--- config.mk ---
export PLATFORM = sky130hd
export DESIGN_NAME = sbl_fifo
export DESIGN_NICKNAME = d
export VERILOG_FILES = /design/src/sv/sbl_pkg.sv /design/src/sv/sbl_fifo.sv
export SDC_FILE = /design/constraint.sdc
export NUM_CORES = 1
export LEC_CHECK = 0
export BUFFER_PORTS_ARGS = -buffer_cell sky130_fd_sc_hd__buf_4
export CAP_MARGIN = 10
export CORE_MARGIN = 2
export CORE_UTILIZATION = 55
export CTS_CLUSTER_SIZE = 28
export DETAILED_ROUTE_END_ITERATION = 10
export HOLD_SLACK_MARGIN = 0.12
export PLACE_DENSITY = 0.82
export SLEW_MARGIN = 0
export SYNTH_ARGS = -nofsm -noshare
export SYNTH_HDL_FRONTEND = slang
export SYNTH_SLANG_ARGS = --single-unit
--- constraint.sdc ---
create_clock -name i_clk -period 9.05 [get_ports i_clk]
set_input_delay 0.905 -clock i_clk [delete_from_list [all_inputs] [get_ports i_clk]]
set_output_delay 0.905 -clock i_clk [all_outputs]
set_load 0.02 [all_outputs]
--- src/sv/sbl_pkg.sv ---
`timescale 1ns / 1ps

package sbl_pkg;

    localparam int PIX_W  = 24;
    localparam int CH_W   = 8;
    localparam int N_CH   = 3;
    localparam int ENT_W  = PIX_W + 1;   // stored slot: {pixel flag, pixel}
    localparam int WIN_N  = 9;
    localparam int Q_DEPTH = 4;
    localparam int Q_AW    = 2;

    localparam logic        CFG_WIDTH  = 1'b0;
    localparam logic        CFG_HEIGHT = 1'b1;
    localparam logic [11:0] WIDTH_RESET  = 12'd640;
    localparam logic [15:0] HEIGHT_RESET = 16'd480;

    localparam logic [20:0]     SAT_LIMIT = 21'd65280;
    localparam logic [CH_W-1:0] CH_MAX    = 8'd255;

    typedef logic [PIX_W-1:0] t_pix;

    typedef struct packed {
        logic                  last;
        logic [WIN_N-1:0][PIX_W-1:0] win;
    } t_job;

endpackage

--- src/sv/sbl_fifo.sv ---
`timescale 1ns / 1ps

module sbl_fifo (
    input  logic          i_clk,
    input  logic          i_rst_n,
    input  logic          i_push,
    input  sbl_pkg::t_job i_job,
    input  logic          i_pop,
    output sbl_pkg::t_job o_job,
    output logic          o_full,
    output logic          o_empty
);

    sbl_pkg::t_job                r_mem [sbl_pkg::Q_DEPTH];
    logic [sbl_pkg::Q_AW-1:0]     r_wr;
    logic [sbl_pkg::Q_AW-1:0]     r_rd;
    logic [sbl_pkg::Q_AW:0]       r_cnt;

    assign o_full  = (r_cnt == (sbl_pkg::Q_AW + 1)'(sbl_pkg::Q_DEPTH));
    assign o_empty = (r_cnt == '0);
    assign o_job   = r_mem[r_rd];

    always_ff @(posedge i_clk) begin
        if (!i_rst_n) begin
            r_wr  <= '0;
            r_rd  <= '0;
            r_cnt <= '0;
        end else begin
            if (i_push) r_wr <= r_wr + 1'b1;
            if (i_pop)  r_rd <= r_rd + 1'b1;
            if (i_push && !i_pop)      r_cnt <= r_cnt + 1'b1;
            else if (!i_push && i_pop) r_cnt <= r_cnt - 1'b1;
        end
    end

    always_ff @(posedge i_clk) begin
        if (i_push) r_mem[r_wr] <= i_job;
    end

endmodule

==> impl_metrics.ini <==
[clocking]
holdBufCountCts = 0
post_cts_resized = 0
clk_latency_ns = 0.64
h-tree-depth = 3
clock_sinks = 877
cts-buffers-inserted = 85
post_cts_buffers = 0
clk_pin_slew_ns = 0.06
clockRootBuffer = clkbuf_16
max-clock-path-buffers = 3
cts_tree = built

[run_status]
status = completed

[floorplanning]
die_x_um = 244
fp.coreArea_mm2 = 0.0574
initial_utilization_pct = 55.3
die_h_um = 244
dieArea_mm2 = 0.0596
rows = 88
io_pins = 440

[logic_synthesis]
synth-compound-area-share_pct = 0.0394
synth-seq-area-share_pct = 82.7
postSynthNetCount = 1403
synth_top_family_by_area = multiplexers
synth-edff-count = 868
synth_flop_cell = edfxtp_1
synth-xor-area-share_pct = 0.138
synth_mux_area_share_pct = 15.5
yosysTopAreaCellShare_pct = 82.2
ys_ff_latch = 877
netlist_instances = 1176
async_flop_share_pct = 0
yosysMostFrequentCell = edfxtp_1
synth_largest_area_cell = edfxtp_1
yosysWarnings = 0
yosys.area_share.simple_pct = 0.288
synthDistinctLibCells = 20
synth_area_leaders = edfxtp_1 82%, mux4_2 15%, dfxtp_1 0.57%
avgSynthCellArea_um2 = 27.0
ys_top_cells_by_count = 868 x edfxtp_1, 217 x mux4_2, 24 x buf_2
syn_area_mm2 = 0.0317
synthAdderAreaFrac_pct = 0.260

[drt]
first_pass_iters = 5
drc_errors = 0
wl_per_cell_um = 26.3
ant_nets = 0
drt-vias-per-instance = 5.75
vias = 14384
first_iter_violations = 1030
wirelength_mm = 65.8

[layout]
drive_gt1_share_pct = 45.6
fill_cells = 3434
fin_area_mm2 = 0.0384
syn_to_final_growth_pct = 21.1
final_nets = 1899

[power_and_ir_drop]
power_switching_mw = 2.10
peakVddDrop_mv = 0.230
leakage_nw = 12.8
p_clk_share_pct = 36.2
p_per_area_mw_per_mm2 = 237
p_comb_share_pct = 11.7
sw_frac_of_total_pct = 23.1
seqPwrFrac_pct = 52.1
power.internal_mw = 7.00

[critical_path]
worstPathRequired_ns = 8.15
cp_data_arrival_time_ns = 3.57
endpoint_kind = primary output
critPathKind = reg2out
r2r-end = r_mem[3][133]$_DFFE_PP_
start_kind = register
cp-endpoint = o_job[210]
rr_startpoint = r_wr[0]$_SDFFE_PN0P_
reg2reg_slack_ns = 6.48
ff2ff_path_depth = 3
path_max_fanout = 60

[placed_design]
dpl.hpwl_mm = 38.4
gp_congestion = 0.784
placed_area_mm2 = 0.0358
io_buffers = 439

[timing]
relSlewSlack_pct = 29.3
worst_slew_pin_slew_ns = 1.06
fmax_ghz = 0.224
tns_ns = 0
fin_crit_sh_pct = 49.4
rsz0062_at_grt = false
drv_slew = 0
finalSetupViolations = 0
hold_viol_final = 0
period_needed_ns = 4.47
skew_ns = 0.0241

[global_route]
grt_pass1_wl_mm = 96.9
globalRouteOverflowTotal = 0
grt_antenna_before_repair = 8
grt_max_degree = 111
grt_usage_pct = 22.1
grt_pass1_vias = 15307

[min_path]
hold_path_class = in2reg

[job]
max_cap_viol_count = 0
[metal layers]
metal / global-route usage (%) / wire length, µm / up-vias
met4: 7.42 / 1630 / 6
met2: 36.9 / 34100 / 581
met3: 6.85 / 5530 / 100
li1: - / - / 6103
met1: 28.0 / 24600 / 7594
met5: 0 / 32 / -
[per-stage QoR]
step           instances  worst slack [ns]  total power, mW  util, %  hold slack, ns
6_report            2503              4.58             9.09     67.0           0.466
2_1_floorplan       1176              2.62             5.45        -           0.472
5_1_grt             2502              4.37             9.38     67.0           0.433
3_3_place_gp        2350              5.12             5.86     62.4           0.484
3_5_place_dp        2350              5.15             5.89     62.4           0.547
4_1_cts             2498              4.46             9.18     66.9           0.424
[critical path: stages (launching register included)]
cell,delay [ns]
dfxtp_4,0.75
buf_4,0.66
buf_4,0.78
mux4_2,0.44
buf_4,0.18
[layout by cell type, fill, tap and decap left out, types with 3 or more instances in the layout]
master and n:
edfxtp_1 868, and2_4 4, xor2_1 3, mux4_2 217, inv_6 4, clkinv_1 14
bufinv_16 3, clkinv_2 10, diode_2 5, inv_1 4, ha_1 5, dfxtp_1 7
clkbuf_1 23, buf_4 456, and2_1 5, clkbuf_16 86
[area by class of cell]
cell class	instances	area (µm²)	share of cell area, %
inverters	4	15.0	0.0391
clock buffers	109	2240	5.83
clock inverters	39	343	0.893
repair buffers	457	3440	8.96
flip-flops and latches	877	26300	68.3
diodes	5	12.5	0.0326
well taps	765	957	2.49
multi-input cells	247	5150	13.4
[cell families (layout without fill, tap and decap cells)]
logic type	Yosys count	count (layout)
buffers and inverters	52	609
DFF	877	877
xor gates and xnor gates	5	5
adders and majority gates	6	6
other	0	5
and+or+nand+nor	15	15
AOI/OAI and AO/OA	2	2
muxes	219	219
[how the worst min path moves through the flow]
stage,startpoint,endpoint,cells past startpoint
finish,i_job[115],r_mem[3][115]$_DFFE_PP_,1
CTS,i_job[69],r_mem[0][69]$_DFFE_PP_,1
detailed placement,r_cnt[2]$_SDFFE_PN0P_,r_cnt[2]$_SDFFE_PN0P_,2
floorplan,r_cnt[2]$_SDFFE_PN0P_,r_cnt[2]$_SDFFE_PN0P_,2
global route,i_job[27],r_mem[2][27]$_DFFE_PP_,1
global placement,r_cnt[2]$_SDFFE_PN0P_,r_cnt[2]$_SDFFE_PN0P_,2
[sequential cells by signal (all words and copies together) (netlist names), named ones only]
| signal | count |
|---|---|
| r_mem | 868 |
| r_cnt | 3 |
| r_rd | 2 |
| r_wr | 2 |
[power by group through the flow]
stage | combinational, mW | sequential [mW] | clock [mW]
2_1_floorplan | 0.622 | 4.82 | 0
3_5_place_dp | 1.07 | 4.82 | 0
3_3_place_gp | 1.05 | 4.81 | 0
6_report | 1.06 | 4.74 | 3.29
5_1_grt | 1.12 | 4.75 | 3.50
4_1_cts | 1.08 | 4.74 | 3.35
Power figures use the tool's default switching activity.
