<file path="src/sv/sbl_pkg.sv">
`timescale 1ns / 1ps

package sbl_pkg;

    localparam int PIX_W  = 24;
    localparam int CH_W   = 8;
    localparam int N_CH   = 3;
    localparam int ENT_W  = PIX_W + 1;   // stored slot: {pixel flag, pixel}
    localparam int WIN_N  = 9;
    localparam int Q_DEPTH = 4;
    localparam int Q_AW    = 2;

    localparam logic        CFG_WIDTH  = 1'b0;
    localparam logic        CFG_HEIGHT = 1'b1;
    localparam logic [11:0] WIDTH_RESET  = 12'd640;
    localparam logic [15:0] HEIGHT_RESET = 16'd480;

    localparam logic [20:0]     SAT_LIMIT = 21'd65280;
    localparam logic [CH_W-1:0] CH_MAX    = 8'd255;

    typedef logic [PIX_W-1:0] t_pix;

    typedef struct packed {
        logic                  last;
        logic [WIN_N-1:0][PIX_W-1:0] win;
    } t_job;

endpackage

</file>
<file path="src/sv/sbl_back.sv">
`timescale 1ns / 1ps

module sbl_back (
    input  logic                 i_clk,
    input  logic                 i_rst_n,
    input  sbl_pkg::t_job        i_job,
    input  logic                 i_empty,
    output logic                 o_pop,
    output logic                 o_valid,
    input  logic                 i_ready,
    output sbl_pkg::t_pix        o_data,
    output logic                 o_last
);

    typedef enum logic [1:0] {S_IDLE, S_SQ, S_ROOT, S_FIN} t_state;

    t_state             r_state;
    logic [1:0]         r_cnt;
    logic               r_lst;
    logic signed [10:0] r_gx  [3];
    logic signed [10:0] r_gy  [3];
    logic [15:0]        r_rad [3];
    logic               r_sat [3];
    logic [7:0]         r_q   [3];
    logic [11:0]        r_rem [3];

    logic signed [10:0] gx_c  [3];
    logic signed [10:0] gy_c  [3];
    logic signed [21:0] sq_c  [3];
    logic [7:0]         q_c   [3];
    logic [11:0]        rem_c [3];
    logic [7:0]         res_c [3];

    function automatic logic signed [10:0] px(input sbl_pkg::t_job j, input int k,
                                              input int ch);
        return $signed({3'b000, j.win[k][ch*8 +: 8]});
    endfunction

    always_comb begin
        for (int ch = 0; ch < 3; ch++) begin
            gx_c[ch] = px(i_job, 2, ch) + (px(i_job, 5, ch) <<< 1) + px(i_job, 8, ch)
                     - px(i_job, 0, ch) - (px(i_job, 3, ch) <<< 1) - px(i_job, 6, ch);
            gy_c[ch] = px(i_job, 6, ch) + (px(i_job, 7, ch) <<< 1) + px(i_job, 8, ch)
                     - px(i_job, 0, ch) - (px(i_job, 1, ch) <<< 1) - px(i_job, 2, ch);
            sq_c[ch] = 22'(r_gx[ch]) * 22'(r_gx[ch]) + 22'(r_gy[ch]) * 22'(r_gy[ch]);
        end
    end

    // two digits of the restoring root per cycle
    always_comb begin
        logic [11:0] rn;
        logic [11:0] tr;
        logic [7:0]  q;
        logic [11:0] rm;
        for (int ch = 0; ch < 3; ch++) begin
            q  = r_q[ch];
            rm = r_rem[ch];
            for (int s = 0; s < 2; s++) begin
                rn = {rm[9:0], r_rad[ch][15-2*s -: 2]};
                tr = {2'b00, q, 2'b01};
                if (rn >= tr) begin
                    rm = rn - tr;
                    q  = {q[6:0], 1'b1};
                end else begin
                    rm = rn;
                    q  = {q[6:0], 1'b0};
                end
            end
            q_c[ch]   = q;
            rem_c[ch] = rm;
            res_c[ch] = r_sat[ch] ? sbl_pkg::CH_MAX
                                  : r_q[ch] + 8'(r_rem[ch] > {4'b0000, r_q[ch]});
        end
    end

    assign o_pop = (r_state == S_IDLE) && !i_empty;

    always_ff @(posedge i_clk) begin
        if (!i_rst_n) begin
            r_state <= S_IDLE;
            r_cnt   <= '0;
            o_valid <= 1'b0;
        end else begin
            if (o_valid && i_ready && r_state != S_FIN) o_valid <= 1'b0;
            unique case (r_state)
                S_IDLE: begin
                    if (!i_empty) begin
                        r_gx    <= gx_c;
                        r_gy    <= gy_c;
                        r_lst   <= i_job.last;
                        r_state <= S_SQ;
                    end
                end
                S_SQ: begin
                    for (int ch = 0; ch < 3; ch++) begin
                        r_sat[ch] <= sq_c[ch][20:0] > sbl_pkg::SAT_LIMIT;
                        r_rad[ch] <= sq_c[ch][15:0];
                        r_q[ch]   <= '0;
                        r_rem[ch] <= '0;
                    end
                    r_cnt   <= '0;
                    r_state <= S_ROOT;
                end
                S_ROOT: begin
                    for (int ch = 0; ch < 3; ch++) begin
                        r_q[ch]   <= q_c[ch];
                        r_rem[ch] <= rem_c[ch];
                        r_rad[ch] <= {r_rad[ch][11:0], 4'b0000};
                    end
                    r_cnt <= r_cnt + 1'b1;
                    if (r_cnt == 2'd3) r_state <= S_FIN;
                end
                S_FIN: begin
                    if (!o_valid || i_ready) begin
                        o_valid <= 1'b1;
                        o_data  <= {res_c[2], res_c[1], res_c[0]};
                        o_last  <= r_lst;
                        r_state <= S_IDLE;
                    end
                end
                default: r_state <= S_IDLE;
            endcase
        end
    end

endmodule

</file>
<file path="config.mk">
export PLATFORM = sky130hd
export DESIGN_NAME = sbl_back
export DESIGN_NICKNAME = d
export VERILOG_FILES = /design/src/sv/sbl_pkg.sv /design/src/sv/sbl_back.sv
export SDC_FILE = /design/constraint.sdc
export NUM_CORES = 2
export LEC_CHECK = 0
export BUFFER_PORTS_ARGS = -buffer_cell sky130_fd_sc_hd__buf_2
export CORE_AREA = 2 2 347 349
export CTS_CLUSTER_DIAMETER = 50
export DETAILED_ROUTE_END_ITERATION = 8
export DIE_AREA = 0 0 349 351
export PLACE_DENSITY = 0.59
export SLEW_MARGIN = 15
export SYNTH_ARGS = -nofsm -noshare
export SYNTH_HDL_FRONTEND = slang
export SYNTH_SLANG_ARGS = --single-unit
</file>
<file path="constraint.sdc">
create_clock -name i_clk -period 6.2 [get_ports i_clk]
set_clock_uncertainty 0.2 [all_clocks]
set_input_delay 0.62 -clock i_clk [delete_from_list [all_inputs] [get_ports i_clk]]
set_output_delay 0.62 -clock i_clk [all_outputs]
set_load 0.02 [all_outputs]
</file>
==> flow_summary.rst <==
.. list-table::
   :header-rows: 1

   * - Metric
     - Value
   * - Status
     - finished, violations left
   * - Violations in the final reports
     - setup timing
   * - Chip width
     - between 300 and 400 um
   * - Most common cell after layout, fill and taps aside
     - inv_1
   * - Cell type with the highest aggregate area in the netlist
     - fa_1
   * - Worst min path class
     - in -> reg
   * - Initial antenna violation count
     - 2
   * - Number of violations reported at the end of detailed-routing iteration 0
     - 1142
   * - Highest clock rate
     - 0.147 GHz
   * - Wire length of the first global-routing pass
     - 165 mm
   * - Sequential cell area fraction in the yosys report
     - 0.145
   * - Nets in the synthesized netlist
     - a little under 6000
   * - Detail Route Antenna Nets
     - 0
   * - Final Hold Violating Endpoints
     - 0
   * - Worst slew slack as a fraction of its limit
     - 0.294
   * - Hold_ws
     - ~0.17 ns
   * - Synthesis warning total
     - 0
   * - GR Layer Usage met2
     - 0.291
   * - Total negative setup slack
     - -2.56 ns
   * - Shortest period the worst path allows
     - slightly below 7 ns
   * - DPL Wire Length
     - 84.2 mm
   * - Final net count
     - 6571
   * - GRT met3 Usage
     - 0.0183
   * - Clock tree from TritonCTS
     - yes
   * - Non-filler cells in the finished layout
     - 6679
   * - I/O pins
     - 248
   * - Final number of setup-violating endpoints
     - 11
   * - Async SR Flop Fraction
     - 0
   * - Gate count of the mapped netlist
     - 4360
   * - Filler Cells Inserted
     - 11400
   * - Critical path fanouts, max
     - 5
   * - Met1 GRT Util
     - 0.226
   * - Num CTS Buffers
     - a little over 40
   * - Ranking of synthesized cells by area
     - fa_1 (40%), edfxtp_1 (14%), ha_1 (12%)
   * - Number of register bits inferred by synthesis
     - 208
   * - Launching element type of the critical path
     - flop
   * - Arrival time at the worst endpoint
     - approximately 7 ns
   * - Fin crit share
     - 1.10
   * - Flop2flop setup slack
     - -0.60 ns
   * - Count of max-cap constraint violations
     - 0
   * - Number of port buffers
     - 223
   * - Area grow syn2layout
     - 22.9%
   * - Overall routing resource usage
     - 0.167
   * - Die Outline Area
     - 122000 um2
   * - Most used DFF post-synth
     - edfxtp_1
   * - Number of different library cells in the post-synthesis netlist
     - 81
   * - DR vias/cell
     - about 4.5
   * - Syn_area_per_cell
     - 9.77 um2
   * - Ratio of cells with drive above 1 in the final layout
     - 0.227
   * - Kind of end point of the critical path
     - flop
   * - Via count of the first global-routing pass
     - ~33000
   * - Standard-cell row count
     - 127
   * - Starting density of the core
     - 0.358
   * - DRC violation count after routing
     - 0
   * - End-of-flow core utilization
     - 0.440
   * - CTS H-Tree Depth
     - 2
   * - Netlist Area Pre-Place
     - between 40000 and 50000 um2
   * - Commonest cells after routing, fill and taps aside
     - inv_1 (1165), fa_1 (837), buf_4 (512)
   * - Vias
     - around 30000
   * - Root buffer selected by CTS
     - clkbuf_16
   * - Core Region
     - 119000 um2
   * - Maximum clock path buffer count
     - 3
   * - Number of detailed-routing iterations run before antenna repair
     - 7
   * - Instance count after placement with tap cells included
     - 6490
   * - Leftover overflow at the end of global routing
     - 0
   * - WL per Instance
     - 14.7 um
   * - Tightest Pin Transition
     - 1.06 ns
   * - RSZ-0062 raised after global routing
     - true
   * - Weighted congestion reported at the end of routability-driven placement
     - 0.870
   * - Maximum number of pins on one net before global-route repair
     - 93
   * - Least setup slack across all paths after layout
     - -0.601 ns
   * - Count of flip-flops with a built-in enable after synthesis
     - between 200 and 250
   * - Startpoint-to-endpoint class of the critical path
     - reg -> reg
   * - DIE HEIGHT
     - approximately 350 um
   * - Total count of max-transition violations in the final report
     - 0
   * - Proportion of netlist area held by the largest area contributor
     - 0.402
   * - CTS sink cnt
     - 208
   * - Routed wire length
     - 97.9 mm
   * - Critical Path RT
     - 6.41 ns
   * - Worst-Skew Late Latency
     - 0.59 ns
   * - Busiest layer in global routing
     - met2
   * - CTS clk-pin slew, worst paths
     - 0.05 ns
==> Yosys cell counts, types with 4 or more instances <==
cell          n
nand3_1      39
and3_1       13
nor2_1      205
a311oi_1      4
mux2_2        4
o211ai_1     13
nand3b_1      4
a31o_2        5
o2111ai_1     7
o21ai_0      83
nor4_1       11
o21a_1       20
and2_1      114
a21boi_0      8
xor2_1       56
edfxtp_1    203
mux2i_1      24
fa_1        856
a22o_1        4
ha_1        395
nand4_1      11
a21oi_1     138
nand2b_1     50
nand2_1     321
nor3_1       24
or4_1         5
a31oi_1      14
a211oi_1     11
or3_1         5
nor2b_1      71
inv_1      1225
xnor2_1     160
dfxtp_1       5
a211o_1       4
o31ai_1       9
or2_2        18
o41ai_1       5
o22ai_1       7
o21bai_1     14
clkbuf_1     84
a21o_1       52
==> repair_timing <==
action | in CTS | in global routing
gates resized for setup | 156 | 198
setup buffers | 70 | 57
endpoints found under the setup margin | 17 | 23
endpoints found under the hold margin | 1 | 0
gates cloned | 0 | 0
hold buffers | 1 | 0
pin swaps | 131 | 158
==> critical path, cell delays in order (launching register included) <==
cell and delay, ns:
edfxtp_1 0.52, nand2_1 0.13, fa_1 0.53, buf_4 0.16
fa_1 0.55, inv_2 0.04, fa_1 0.54, fa_1 0.43
fa_1 0.46, fa_1 0.52, inv_2 0.05, fa_1 0.49
inv_2 0.05, ha_4 0.15, or3_4 0.35, o2111ai_2 0.10
o2111ai_2 0.17, o31ai_2 0.32, buf_4 0.17, nor3_1 0.04
o21a_1 0.16, a311o_1 0.34, nand4_1 0.18
==> metrics by stage <==
| stage | cell area, um2 | setup slack, ns |
|---|---|---|
| after global placement | 48900 | -0.693 |
| after CTS | 51300 | -0.571 |
| after detailed placement | 48900 | -0.864 |
| final | 52300 | -0.601 |
| after global routing | 52300 | -0.849 |
| after floorplan | 42900 | -0.324 |
==> layer usage <==
layer	routed length (um)	vias to the layer above
met4	1640	0
met1	45400	14900
met3	3160	94
li1	-	14700
met5	0	-
met2	47800	419
==> flip-flops by register name, indices dropped and copies added (netlist names), 2 cells and up <==
signal	cells
o_data	24
r_cnt	2
r_gx	33
r_gy	33
r_q	24
r_rad	48
r_rem	36
r_sat	3
r_state	2
==> path summary, 6_finish.rpt <==
path | from | end | depth (start not counted)
worst max-delay path | r_gx[20] | r_sat[0][1] | 22
worst min-delay path | i_rst_n | r_state[0] | 3
worst max register to register | r_gx[20] | r_sat[0][1] | 22
worst min register to register | r_lst | o_last | 0
==> kinds of logic (layout without fill, tap and decap cells) <==
kind of cell,Yosys count,count (layout),share of synthesized area
buf+inv,1321,2091,0.117
fa+ha+maj,1251,1251,0.518
simple gates,908,908,0.102
compound gates,428,428,0.0654
xor+xnor,216,216,0.0444
flops,208,208,0.145
mux,28,28,0.00670
other cells,0,1,0
==> final cells by class <==
type                    instances  area, um2  share of cell area
multi-input cells            2831      32600               0.624
flip-flops and latches        208       6200               0.118
repair buffers                789       5590               0.107
inverters                    1228       4620              0.0884
well taps                    1548       1940              0.0370
clock buffers                  48       1050              0.0201
clock inverters                26        284             0.00543
diodes                          1       2.50           0.0000478
Power is not shown: default switching activity piles up to over one toggle a cycle in this logic, so the estimate is an artifact.
